--- src/design/rbdq_pkg.sv ---
// rbdq_pkg: shared types and constants for the ring buffer deque core
// holds command codes, status codes, field widths and the per-cell control struct
// no dependencies
package rbdq_pkg;

    localparam int CmdW    = 2;
    localparam int StatusW = 2;
    localparam int OccW    = 5;
    localparam int CapW    = 5;

    typedef enum logic [CmdW-1:0] {
        CMD_PUSH_BACK  = 2'd0,
        CMD_PUSH_FRONT = 2'd1,
        CMD_POP_BACK   = 2'd2,
        CMD_POP_FRONT  = 2'd3
    } t_cmd;

    typedef enum logic [StatusW-1:0] {
        ST_OK    = 2'd0,
        ST_FULL  = 2'd1,
        ST_EMPTY = 2'd2
    } t_status;

    // one operation for the whole row of cells in a cycle
    typedef struct packed {
        logic clear;       // drop all contents
        logic shift_up;    // push at the front: every cell takes its lower neighbour
        logic shift_down;  // pop at the front: every cell takes its upper neighbour
        logic add_back;    // first empty cell takes the pushed value
        logic drop_back;   // last valid cell goes empty
    } t_cell_ctrl;

endpackage

--- src/design/rbdq_cell.sv ---
// rbdq_cell: one storage cell of the deque row
// holds one item and its valid bit, exchanges data with both neighbours
// depends on rbdq_pkg
module rbdq_cell
    import rbdq_pkg::*;
#(
    parameter int DATA_WIDTH = 32
) (
    input  logic                  i_clk,
    input  logic                  i_rst_n,
    input  t_cell_ctrl            i_ctrl,
    input  logic [DATA_WIDTH-1:0] i_push_data,
    input  logic [DATA_WIDTH-1:0] i_lower_data,
    input  logic                  i_lower_valid,
    input  logic [DATA_WIDTH-1:0] i_upper_data,
    input  logic                  i_upper_valid,
    output logic [DATA_WIDTH-1:0] o_data,
    output logic                  o_valid,
    output logic                  o_is_back
);

    logic [DATA_WIDTH-1:0] r_data;
    logic [DATA_WIDTH-1:0] n_data;
    logic                  r_valid;
    logic                  n_valid;

    // this cell holds the back item when the one above is empty
    assign o_is_back = r_valid && !i_upper_valid;
    assign o_data    = r_data;
    assign o_valid   = r_valid;

    always_comb begin
        n_data  = r_data;
        n_valid = r_valid;
        if (i_ctrl.clear) begin
            n_valid = 1'b0;
        end else if (i_ctrl.shift_up) begin
            n_data  = i_lower_data;
            n_valid = i_lower_valid;
        end else if (i_ctrl.shift_down) begin
            n_data  = i_upper_data;
            n_valid = i_upper_valid;
        end else if (i_ctrl.add_back) begin
            if (!r_valid && i_lower_valid) begin
                n_data  = i_push_data;
                n_valid = 1'b1;
            end
        end else if (i_ctrl.drop_back) begin
            if (o_is_back) begin
                n_valid = 1'b0;
            end
        end
    end

    always_ff @(posedge i_clk) begin
        r_data <= n_data;
        if (!i_rst_n) begin
            r_valid <= 1'b0;
        end else begin
            r_valid <= n_valid;
        end
    end

endmodule

--- src/design/ring_buffer_deque_core.sv ---
// ring_buffer_deque_core: double-ended queue built as a row of shifting cells
// top level: command decode, count and capacity, output register
// depends on rbdq_pkg and rbdq_cell
//
//  channel  direction  handshake                    payload (low bit first)
//  s_axis   in         s_axis_tvalid/s_axis_tready  cmd, push_value
//  m_axis   out        m_axis_tvalid/m_axis_tready  pop_value, status, occupancy
//  cfg      in         i_cfg_we                     capacity
//
// one transfer per cycle in and out while m_axis is not stalled: each command moves
// the whole cell row in one step; the output register shows the result next cycle
// a full output register that is not taken holds s_axis_tready low
// reset empties the row and sets capacity to 16 (or DEPTH if smaller)
// a capacity write empties the row by the next cycle
module ring_buffer_deque_core
    import rbdq_pkg::*;
#(
    parameter int DEPTH      = 16,
    parameter int DATA_WIDTH = 32
) (
    input  logic                                         i_clk,
    input  logic                                         i_rst_n,
    input  logic                                         i_cfg_we,
    input  logic [CapW-1:0]                              i_cfg_wdata,
    input  logic                                         s_axis_tvalid,
    output logic                                         s_axis_tready,
    // cmd[1:0], push_value, zero padding
    input  logic [((CmdW+DATA_WIDTH+7)/8)*8-1:0]         s_axis_tdata,
    output logic                                         m_axis_tvalid,
    input  logic                                         m_axis_tready,
    // pop_value, status, occupancy, zero padding
    output logic [((DATA_WIDTH+StatusW+OccW+7)/8)*8-1:0] m_axis_tdata
);

    localparam int OutW     = ((DATA_WIDTH + StatusW + OccW + 7) / 8) * 8;
    localparam int MaxCap   = (1 << CapW) - 1;
    localparam int CapLimit = (DEPTH < MaxCap) ? DEPTH : MaxCap;
    localparam int CapReset = (DEPTH < 16) ? DEPTH : 16;
    // no more cells than the largest capacity can ever fill
    localparam int UsedCells = CapLimit;

    t_cmd                  w_cmd;
    logic [DATA_WIDTH-1:0] w_push_value;
    logic                  w_accept;

    logic [CapW-1:0]       r_cap;
    logic [OccW-1:0]       r_count;
    logic [OccW-1:0]       n_count;

    t_cell_ctrl            w_ctrl;
    logic [DATA_WIDTH-1:0] w_data [UsedCells];
    logic [UsedCells-1:0]  w_valid;
    logic [UsedCells-1:0]  w_is_back;
    logic [DATA_WIDTH-1:0] w_back_data;

    logic [DATA_WIDTH-1:0] n_pop;
    t_status               n_status;

    logic                  r_out_valid;
    logic [DATA_WIDTH-1:0] r_out_pop;
    t_status               r_out_status;
    logic [OccW-1:0]       r_out_occ;

    assign w_cmd        = t_cmd'(s_axis_tdata[CmdW-1:0]);
    assign w_push_value = s_axis_tdata[CmdW +: DATA_WIDTH];

    assign s_axis_tready = !r_out_valid || m_axis_tready;
    assign w_accept      = s_axis_tvalid && s_axis_tready;

    // back item select: exactly one cell flags itself as back when not empty
    always_comb begin
        w_back_data = '0;
        for (int i = 0; i < UsedCells; i++) begin
            w_back_data = w_back_data | (w_is_back[i] ? w_data[i] : '0);
        end
    end

    always_comb begin
        w_ctrl       = '0;
        w_ctrl.clear = i_cfg_we;
        n_count      = r_count;
        n_pop        = '0;
        n_status     = ST_OK;
        if (w_accept) begin
            case (w_cmd)
                CMD_PUSH_BACK, CMD_PUSH_FRONT: begin
                    if (r_count >= r_cap) begin
                        n_status = ST_FULL;
                    end else begin
                        n_count = r_count + OccW'(1);
                        if (w_cmd == CMD_PUSH_BACK) begin
                            w_ctrl.add_back = 1'b1;
                        end else begin
                            w_ctrl.shift_up = 1'b1;
                        end
                    end
                end
                CMD_POP_BACK, CMD_POP_FRONT: begin
                    if (r_count == '0) begin
                        n_status = ST_EMPTY;
                    end else begin
                        n_count = r_count - OccW'(1);
                        if (w_cmd == CMD_POP_BACK) begin
                            w_ctrl.drop_back = 1'b1;
                            n_pop            = w_back_data;
                        end else begin
                            w_ctrl.shift_down = 1'b1;
                            n_pop             = w_data[0];
                        end
                    end
                end
                default: begin
                    n_status = ST_OK;
                end
            endcase
        end
    end

    for (genvar i = 0; i < UsedCells; i++) begin : g_cell
        logic [DATA_WIDTH-1:0] w_lo_data;
        logic                  w_lo_valid;
        logic [DATA_WIDTH-1:0] w_up_data;
        logic                  w_up_valid;

        // the front cell sees the pushed value as an always-valid lower neighbour
        if (i == 0) begin : g_front
            assign w_lo_data  = w_push_value;
            assign w_lo_valid = 1'b1;
        end else begin : g_inner_lo
            assign w_lo_data  = w_data[i-1];
            assign w_lo_valid = w_valid[i-1];
        end

        if (i == UsedCells - 1) begin : g_end
            assign w_up_data  = '0;
            assign w_up_valid = 1'b0;
        end else begin : g_inner_up
            assign w_up_data  = w_data[i+1];
            assign w_up_valid = w_valid[i+1];
        end

        rbdq_cell #(
            .DATA_WIDTH(DATA_WIDTH)
        ) u_cell (
            .i_clk        (i_clk),
            .i_rst_n      (i_rst_n),
            .i_ctrl       (w_ctrl),
            .i_push_data  (w_push_value),
            .i_lower_data (w_lo_data),
            .i_lower_valid(w_lo_valid),
            .i_upper_data (w_up_data),
            .i_upper_valid(w_up_valid),
            .o_data       (w_data[i]),
            .o_valid      (w_valid[i]),
            .o_is_back    (w_is_back[i])
        );
    end

    always_ff @(posedge i_clk) begin
        if (!i_rst_n) begin
            r_cap   <= CapW'(CapReset);
            r_count <= '0;
        end else if (i_cfg_we) begin
            // zero acts as one, anything past the row acts as the row length
            if (i_cfg_wdata == '0) begin
                r_cap <= CapW'(1);
            end else if (i_cfg_wdata > CapW'(CapLimit)) begin
                r_cap <= CapW'(CapLimit);
            end else begin
                r_cap <= i_cfg_wdata;
            end
            r_count <= '0;
        end else begin
            r_count <= n_count;
        end
    end

    always_ff @(posedge i_clk) begin
        if (!i_rst_n) begin
            r_out_valid <= 1'b0;
        end else if (w_accept) begin
            r_out_valid <= 1'b1;
        end else if (m_axis_tready) begin
            r_out_valid <= 1'b0;
        end
    end

    always_ff @(posedge i_clk) begin
        if (w_accept) begin
            r_out_pop    <= n_pop;
            r_out_status <= n_status;
            r_out_occ    <= n_count;
        end
    end

    assign m_axis_tvalid = r_out_valid;
    assign m_axis_tdata  = OutW'({r_out_occ, r_out_status, r_out_pop});

    a_count_matches_cells: assert property (@(posedge i_clk) disable iff (!i_rst_n)
        $countones(w_valid) == int'(r_count))
        else $error("item count disagrees with valid cells");

    a_count_within_cap: assert property (@(posedge i_clk) disable iff (!i_rst_n)
        r_count <= r_cap)
        else $error("item count above capacity");

    a_cfg_empties: assert property (@(posedge i_clk) disable iff (!i_rst_n)
        i_cfg_we |=> (r_count == '0) && (w_valid == '0))
        else $error("capacity write did not empty the row");

    a_full_refused: assert property (@(posedge i_clk) disable iff (!i_rst_n)
        (w_accept && !i_cfg_we && (r_count == r_cap)
            && ((w_cmd == CMD_PUSH_BACK) || (w_cmd == CMD_PUSH_FRONT)))
        |=> (r_out_status == ST_FULL) && $stable(r_count))
        else $error("push into a full deque was not refused");

endmodule
--- config.mk ---
export PLATFORM = sky130hd
export DESIGN_NAME = ring_buffer_deque_core
export DESIGN_NICKNAME = d
export VERILOG_FILES = /design/src/design/rbdq_pkg.sv /design/src/design/rbdq_cell.sv /design/src/design/ring_buffer_deque_core.sv
export SDC_FILE = /design/constraint.sdc
export NUM_CORES = 1
export LEC_CHECK = 0
export BUFFER_PORTS_ARGS = -buffer_cell sky130_fd_sc_hd__buf_2
export CAP_MARGIN = 20
export CORE_UTILIZATION = 35
export DETAILED_ROUTE_END_ITERATION = 12
export PLACE_DENSITY = 0.57
export SYNTH_ARGS = -nofsm -noshare
export SYNTH_HDL_FRONTEND = slang
export SYNTH_SLANG_ARGS = --single-unit
--- constraint.sdc ---
create_clock -name i_clk -period 5.8 [get_ports i_clk]
set_clock_uncertainty 0.15 [all_clocks]
set_input_delay 0 -clock i_clk [delete_from_list [all_inputs] [get_ports i_clk]]
set_output_delay 0 -clock i_clk [all_outputs]
set_load 0.005 [all_outputs]
# --- Word-level counts from Yosys, hierarchy flattened ---
# Cells that the tools add are included.
word_totals:
  register_bits: 578
  inputBits: 50
  out_inout_bits: 42
  word_cells: 383
classes:
  n_addsub: 2
  magnitude_cmp: 2
  eq_ne: 19
  muxes: 199
  bitwise: 18
  n_reduce_logical: 105
op_table:
  columns: ["op", "n"]
  rows:
  - ["$mux 32", 81]
  - ["$or 32x32->32", 15]
  - ["$mux 1", 109]
  - ["$reduce_and 3->1", 30]
  - ["$reduce_bool 4->1", 16]
  - ["$ne 4x1->1 const B", 14]
  - ["$reduce_bool 3->1", 16]
  - ["$mux 5", 5]
  - ["$logic_and 1x1->1", 16]
  - ["$logic_not 1->1", 16]
  - ["$logic_not 5->1", 2]
  - ["$pmux 5 s2", 1]
  - ["$reduce_or 2->1", 4]
  - ["$add 5x1->5 const B", 1]
  - ["$ge 5x5->1", 1]
  - ["$gt 5x5->1 const B", 1]
  - ["$sub 5x1->5 const B", 1]
  - ["$eq 2x2->1 const B", 2]
  - ["$mux 4", 1]
  - ["$ne 4x2->1 const B", 1]
  - ["$pmux 2 s2", 1]
  - ["$reduce_and 2->1", 2]
  - ["$ne 3x1->1 const B", 1]
  - ["$not 1->1", 3]
  - ["other kinds (5)", 5]

# --- Logic depth before layout (Yosys ltp) ---
logic_depth:
  ltp_word: 19
  mapped_depth: 10
  depth_no_buf: 8

# --- Modules after synthesis ---
# From an unflattened synthesis, not the netlist that was laid out.
hier_totals:
  cells_unflattened: 3015
  area_unflattened_um2: 33027.9
modules_own_cells:
  columns: ["module", "instances", "cells_per_inst", "area_per_inst_um2", "seq_area_each_um2"]
  rows:
  - ["rbdq_cell", 16, 151, 1754.2, 980.9]
  - ["ring_buffer_deque_core", 1, 599, 4961.0, 1391.3]

# --- Least setup slack after synthesis ---
# Ideal clock, no wire load.
synth_path:
  path_type: "reg-to-reg"
  from: "reg r_count[0]"
  to: "reg g_cell[0].u_cell.r_data[0], enable pin"
  setup_ns: 0.441
  arrival_time_ns: 3.723
  t_required_ns: 5.209
  path_slack_ns: 1.487
  stages_incl_launch_ff: 10
  n_path_buf: 1
  period_less_slack_ns: 4.313
  cell_sequence: "dfxtp_1 inv_1 ha_1 nand2b_4 a2111oi_4 o21ai_4 a21oi_2 nand2b_1 clkbuf_2 a31oi_1"
synth_via:
  elab_chain_cells: 6
  elab_cells_between_ends: 12
  classes_between: "1 x order compare; 1 x eq/ne; 7 x mux; 3 x reduce/logical"
synth_lines:
  columns: ["item", "line", "rtl"]
  rows:
  - ["from (decl)", "ring_buffer_deque_core.sv:47", "logic [OccW-1:0] r_count;"]
  - ["from (signal assigned)", "ring_buffer_deque_core.sv:174", "r_count <= n_count;"]
  - ["$ge 5x5->1 / $logic_not 5->1 (equally long branches)", "ring_buffer_deque_core.sv:87, ring_buffer_deque_core.sv:99", null]
  - ["$mux 1, on equally long branches", "ring_buffer_deque_core.sv:87, ring_buffer_deque_core.sv:99", null]
  - ["$mux 1", "ring_buffer_deque_core.sv:85", "case (w_cmd)"]
  - ["$mux 4 (*)", "ring_buffer_deque_core.sv:84", "if (w_accept) begin"]
  - ["$ne 3x1->1 (no source line) / $reduce_bool 3->1 (equally long branches)", null, null]
  - ["$reduce_and 3->1 (no source line) (*)", null, null]
  - ["to (signal assigned)", "rbdq_cell.sv:56", "r_data <= n_data;"]
  - ["to (decl)", "rbdq_cell.sv:22", "logic [DATA_WIDTH-1:0] r_data;"]
# Every way passes the cells marked *; elsewhere a longest branch is shown, timed or not.
# A chain may end at the register's enable or synchronous reset.

# --- Worst setup path after layout ---
layout_path:
  from: "reg r_count[0]"
  to: "reg g_cell[4].u_cell.r_data[31], enable pin"
layout_via:
  elab_chain_cells: 6
  elab_cells_between_ends: 12
  classes_between: "1 x order compare; 7 x mux; 4 x reduce/logical"
layout_lines:
  columns: ["item", "line"]
  rows:
  - ["$ge 5x5->1 / $logic_not 5->1 (equally long branches)", "ring_buffer_deque_core.sv:87, ring_buffer_deque_core.sv:99"]
  - ["$mux 1, on equally long branches", "ring_buffer_deque_core.sv:87, ring_buffer_deque_core.sv:99"]
  - ["$mux 1", "ring_buffer_deque_core.sv:85"]
  - ["$mux 4 (*)", "ring_buffer_deque_core.sv:84"]
  - ["$reduce_bool 3->1 (no source line)", null]
  - ["$reduce_and 3->1 (no source line) (*)", null]
  - ["to (signal assigned)", "rbdq_cell.sv:56"]
  - ["to (decl)", "rbdq_cell.sv:22"]
# Marks and branches as above.

==> out/metrics.yaml <==
status: "finished, final reports clean"
ctsHoldBuffers: 52
cts_tree: "yes"
setup_viol: 0
grt_overflow_total: 0
route.vias.total: 21400
grt_setup_unrepaired: "false"
cts_num_sinks: 578
vdd_drop_max_v: 0.000253
die_width_microns: 285
die_height_microns: 285
finalCritPeriodShare_pct: 77.8
post_cts_buffers: 0
finalCriticalPeriod_ns: 4.51
synth-edff-count: 551
grtUsageTotal_pct: 22.1
dieArea_sq_um: 81300
io_pins: 92
ys_types: 56
port-buffer-count: 84
slowest_stage: "nor2_4"
synthArstFlopShare_pct: 0
diodes: 0
areaGrowthSynthToFinish_pct: 13.4
p_sw_share_pct: 23.2
critical_path_required_ns: 5.97
path_cells: "inv_1 > ha_1 > nand2b_4 > a2111oi_4 > o21ai_4 > a21oi_2 > nand2b_2 > nor2_4 > buf_12"
seqPwrFrac_pct: 49.9
p_comb_share_pct: 8.0
wl_microns: 93300
grt_pass1_vias: 20000
clkSlewWorstSetupHoldPaths_ns: 0.06
switchingPower_w: 0.00218
tightest_slew_ns: 1.19
fmax_mhz: 222
grt_pass1_wl_microns: 136000
final_area_sq_um: 31800
numCtsBuffers: 61
syn-num-nets: 2068
ys_seq_area_share_pct: 60.9
setup-tns-final_ns: 0
critPathLaunchType: "flop"
drc: 0
slew_viol_final: 0
fillerInstances: 7318
power.leakage_nw: 10.5
std_cell_rows: 103
synth_area_sq_um: 28000
initial_core_util_pct: 35.4
final_nets: 2092
grt_max_degree: 192
cp_max_fo: 22
layout-drive-gt1-share_pct: 16.7
wl_per_cell_microns: 29.7
cp_num_buf_inv: 2
hold_class: "in -> reg"
synth_ff_type: "edfxtp_1"
cts_resized: 0
cts-htree-levels: 2
ant_nets: 0
antenna_found_initial: 0
ctsRootBufferMaster: "clkbuf_16"
ys.warnings.count: 0
endpoint_kind: "flop"
worstSkewPairLatency_ns: 0.64
critical_path_class: "reg -> reg"
slew_headroom_pct: 20.7
pwr_density_cell_nw_per_um2: 296
clockBufferDepth: 3
max_stage_delay_ns: 0.83
ys_ff_latch: 578
p_int_w: 0.00724
cpLargestDelayFamily: "simple AND/OR/NAND/NOR gates"
core_sq_um: 79100
hold_violations: 0
drt-pass1-iter-count: 7
hpwl_microns: 51300
place_congestion: 0.839
cap_violations: 0
pwr-share-clk_pct: 42.0
arrival_ns: 4.68
synthCells: 2011
vias_per_cell: 6.82
syn_avg_cell_area_sq_um: 13.9
drt-initial-drc-count: 3277
place_area_sq_um: 29300
-- cells in the final DEF (no fill, tap or decap), types with 3 or more instances in the layout --
cell	synthesis	final
edfxtp_1	551	551
a221o_1	448	448
a22oi_1	163	163
nand2_1	120	119
buf_2	23	84
clkbuf_16	0	62
a221oi_1	60	60
dlygate4sd3_1	0	52
buf_4	33	41
a21o_1	39	39
nor3_1	37	37
nor2_4	20	37
o221a_2	37	37
nand4_1	35	35
nand3_1	32	32
a22o_1	32	32
nor2_1	45	28
dfxtp_1	27	26
clkinv_2	0	18
buf_12	2	17
clkinv_1	0	16
nor2b_4	0	14
o21ai_0	13	13
nor2_2	12	12
a21oi_1	10	10
inv_1	10	8
o21a_1	8	8
mux2i_1	7	7
ha_1	7	7
clkbuf_1	124	7
bufinv_16	0	7
or3_1	6	6
and2_1	6	6
nand2b_1	5	4
and3_1	3	3
o211ai_1	3	3
o22ai_1	3	3
clkinvlp_4	0	3
-- kinds of logic after synthesis --
kind of cell / Yosys count / synth area share (%)
DFF: 578 / 60.9
xor gates and xnor gates: 1 / 0.0312
muxes: 8 / 0.290
and+or+nand+nor: 343 / 6.31
buffers and inverters: 243 / 5.06
other: 1 / 0.0134
adders and majority gates: 7 / 0.312
AOI/OAI and AO/OA: 830 / 27.1
-- synth_stat cells, types with 2 or more instances --
master    number  area [sq um]
inv_1         10          37.5
buf_1          8          30.0
buf_4         33           248
o21ai_0       13          65.1
o21a_1         8          60.1
and2_1         6          37.5
a22o_1        32           280
or3_1          6          37.5
a221oi_1      60           526
o221a_2       37           417
nand2_1      120           450
nor2_4        20           225
mux2i_1        7          70.1
nor2b_1       16           100
a21boi_0       2          15.0
nand3_1       32           160
clkbuf_1     124           465
nor4_1         2          12.5
o211a_1        2          20.0
o211ai_1       3          22.5
nor3_1        37           185
a21o_1        39           293
edfxtp_1     551         16500
nor2_2        12          75.1
a22oi_1      163          1220
buf_6         41           462
buf_12         2          40.0
nand2b_1       5          31.3
buf_2         23           115
a221o_1      448          4480
nor2_1        45           169
ha_1           7          87.6
and3_1         3          18.8
a21oi_1       10          50.1
nand4_1       35           219
dfxtp_1       27           541
o22ai_1        3          18.8
-- final cells by class --
cell class	instances	area [sq um]	area share (%)
Clock buffer	69	1580	4.96
Multi-Input combinational cell	1190	9800	30.8
Clock inverter	45	399	1.26
Tap cell	1050	1310	4.13
Sequential cell	578	17100	53.7
Inverter	10	37.5	0.118
Timing Repair Buffer	194	1590	5.00
-- worst register-to-register path: stages (launching register included) --
cell       delay (ns)
dfxtp_1          0.42
inv_1            0.11
ha_1             0.28
nand2b_4         0.15
a2111oi_4        0.55
o21ai_4          0.15
a21oi_2          0.51
nand2b_2         0.66
nor2_4           0.86
buf_12           0.33
-- power groups by stage --
| stage | sequential [W] | combinational, W | clock (W) |
|---|---|---|---|
| after global placement | 0.00479 | 0.000701 | 0 |
| after floorplan | 0.00478 | 0.000544 | 0 |
| after global routing | 0.00471 | 0.000813 | 0.00416 |
| final | 0.00470 | 0.000757 | 0.00396 |
| after CTS | 0.00470 | 0.000751 | 0.00402 |
| after detailed placement | 0.00479 | 0.000720 | 0 |
-- per-layer routing --
metal  share of wire [%]  global-route usage, %  vias up
met4                 3.9                   8.33        0
met2                  44                   33.4     1534
met1                  40                   31.4    10800
met5                   0                      0        -
met3                  11                   4.37      254
li1                    -                      -     8798
-- flip-flops by register name (all words and copies together) (netlist names) --
signal	cells
r_count	5
m_axis_tvalid	1
r_out_pop	32
g_cell.u_cell.o_valid	16
r_cap	5
r_out_occ	5
r_out_status	2
g_cell.u_cell.o_data	512
-- worst paths after layout --
path / startpoint / to / slack [ns] / cells after the start
setup / recovery: r_count[0] / g_cell[4].u_cell.o_data[31] / 1.29 / 9
setup reg to reg: r_count[0] / g_cell[4].u_cell.o_data[31] / 1.29 / 9
hold reg to reg: g_cell[14].u_cell.o_valid / g_cell[15].u_cell.o_valid / 0.41 / 2
hold / removal: s_axis_tdata[26] / g_cell[0].u_cell.o_data[24] / 0.06 / 4
-- stage by stage --
step	worst slack, ns	util, %	hold slack (ns)	total power, W	cells
after detailed placement	1.31	37.0	0.114	0.00551	2970
after floorplan	1.49	-	-0.0738	0.00532	2011
final	1.29	40.2	0.0550	0.00942	3136
after CTS	1.29	40.2	0.0424	0.00947	3136
after global placement	1.38	37.0	0.100	0.00549	2969
after global routing	1.10	40.2	0.0899	0.00968	3136
Power figures use the tool's default switching activity.
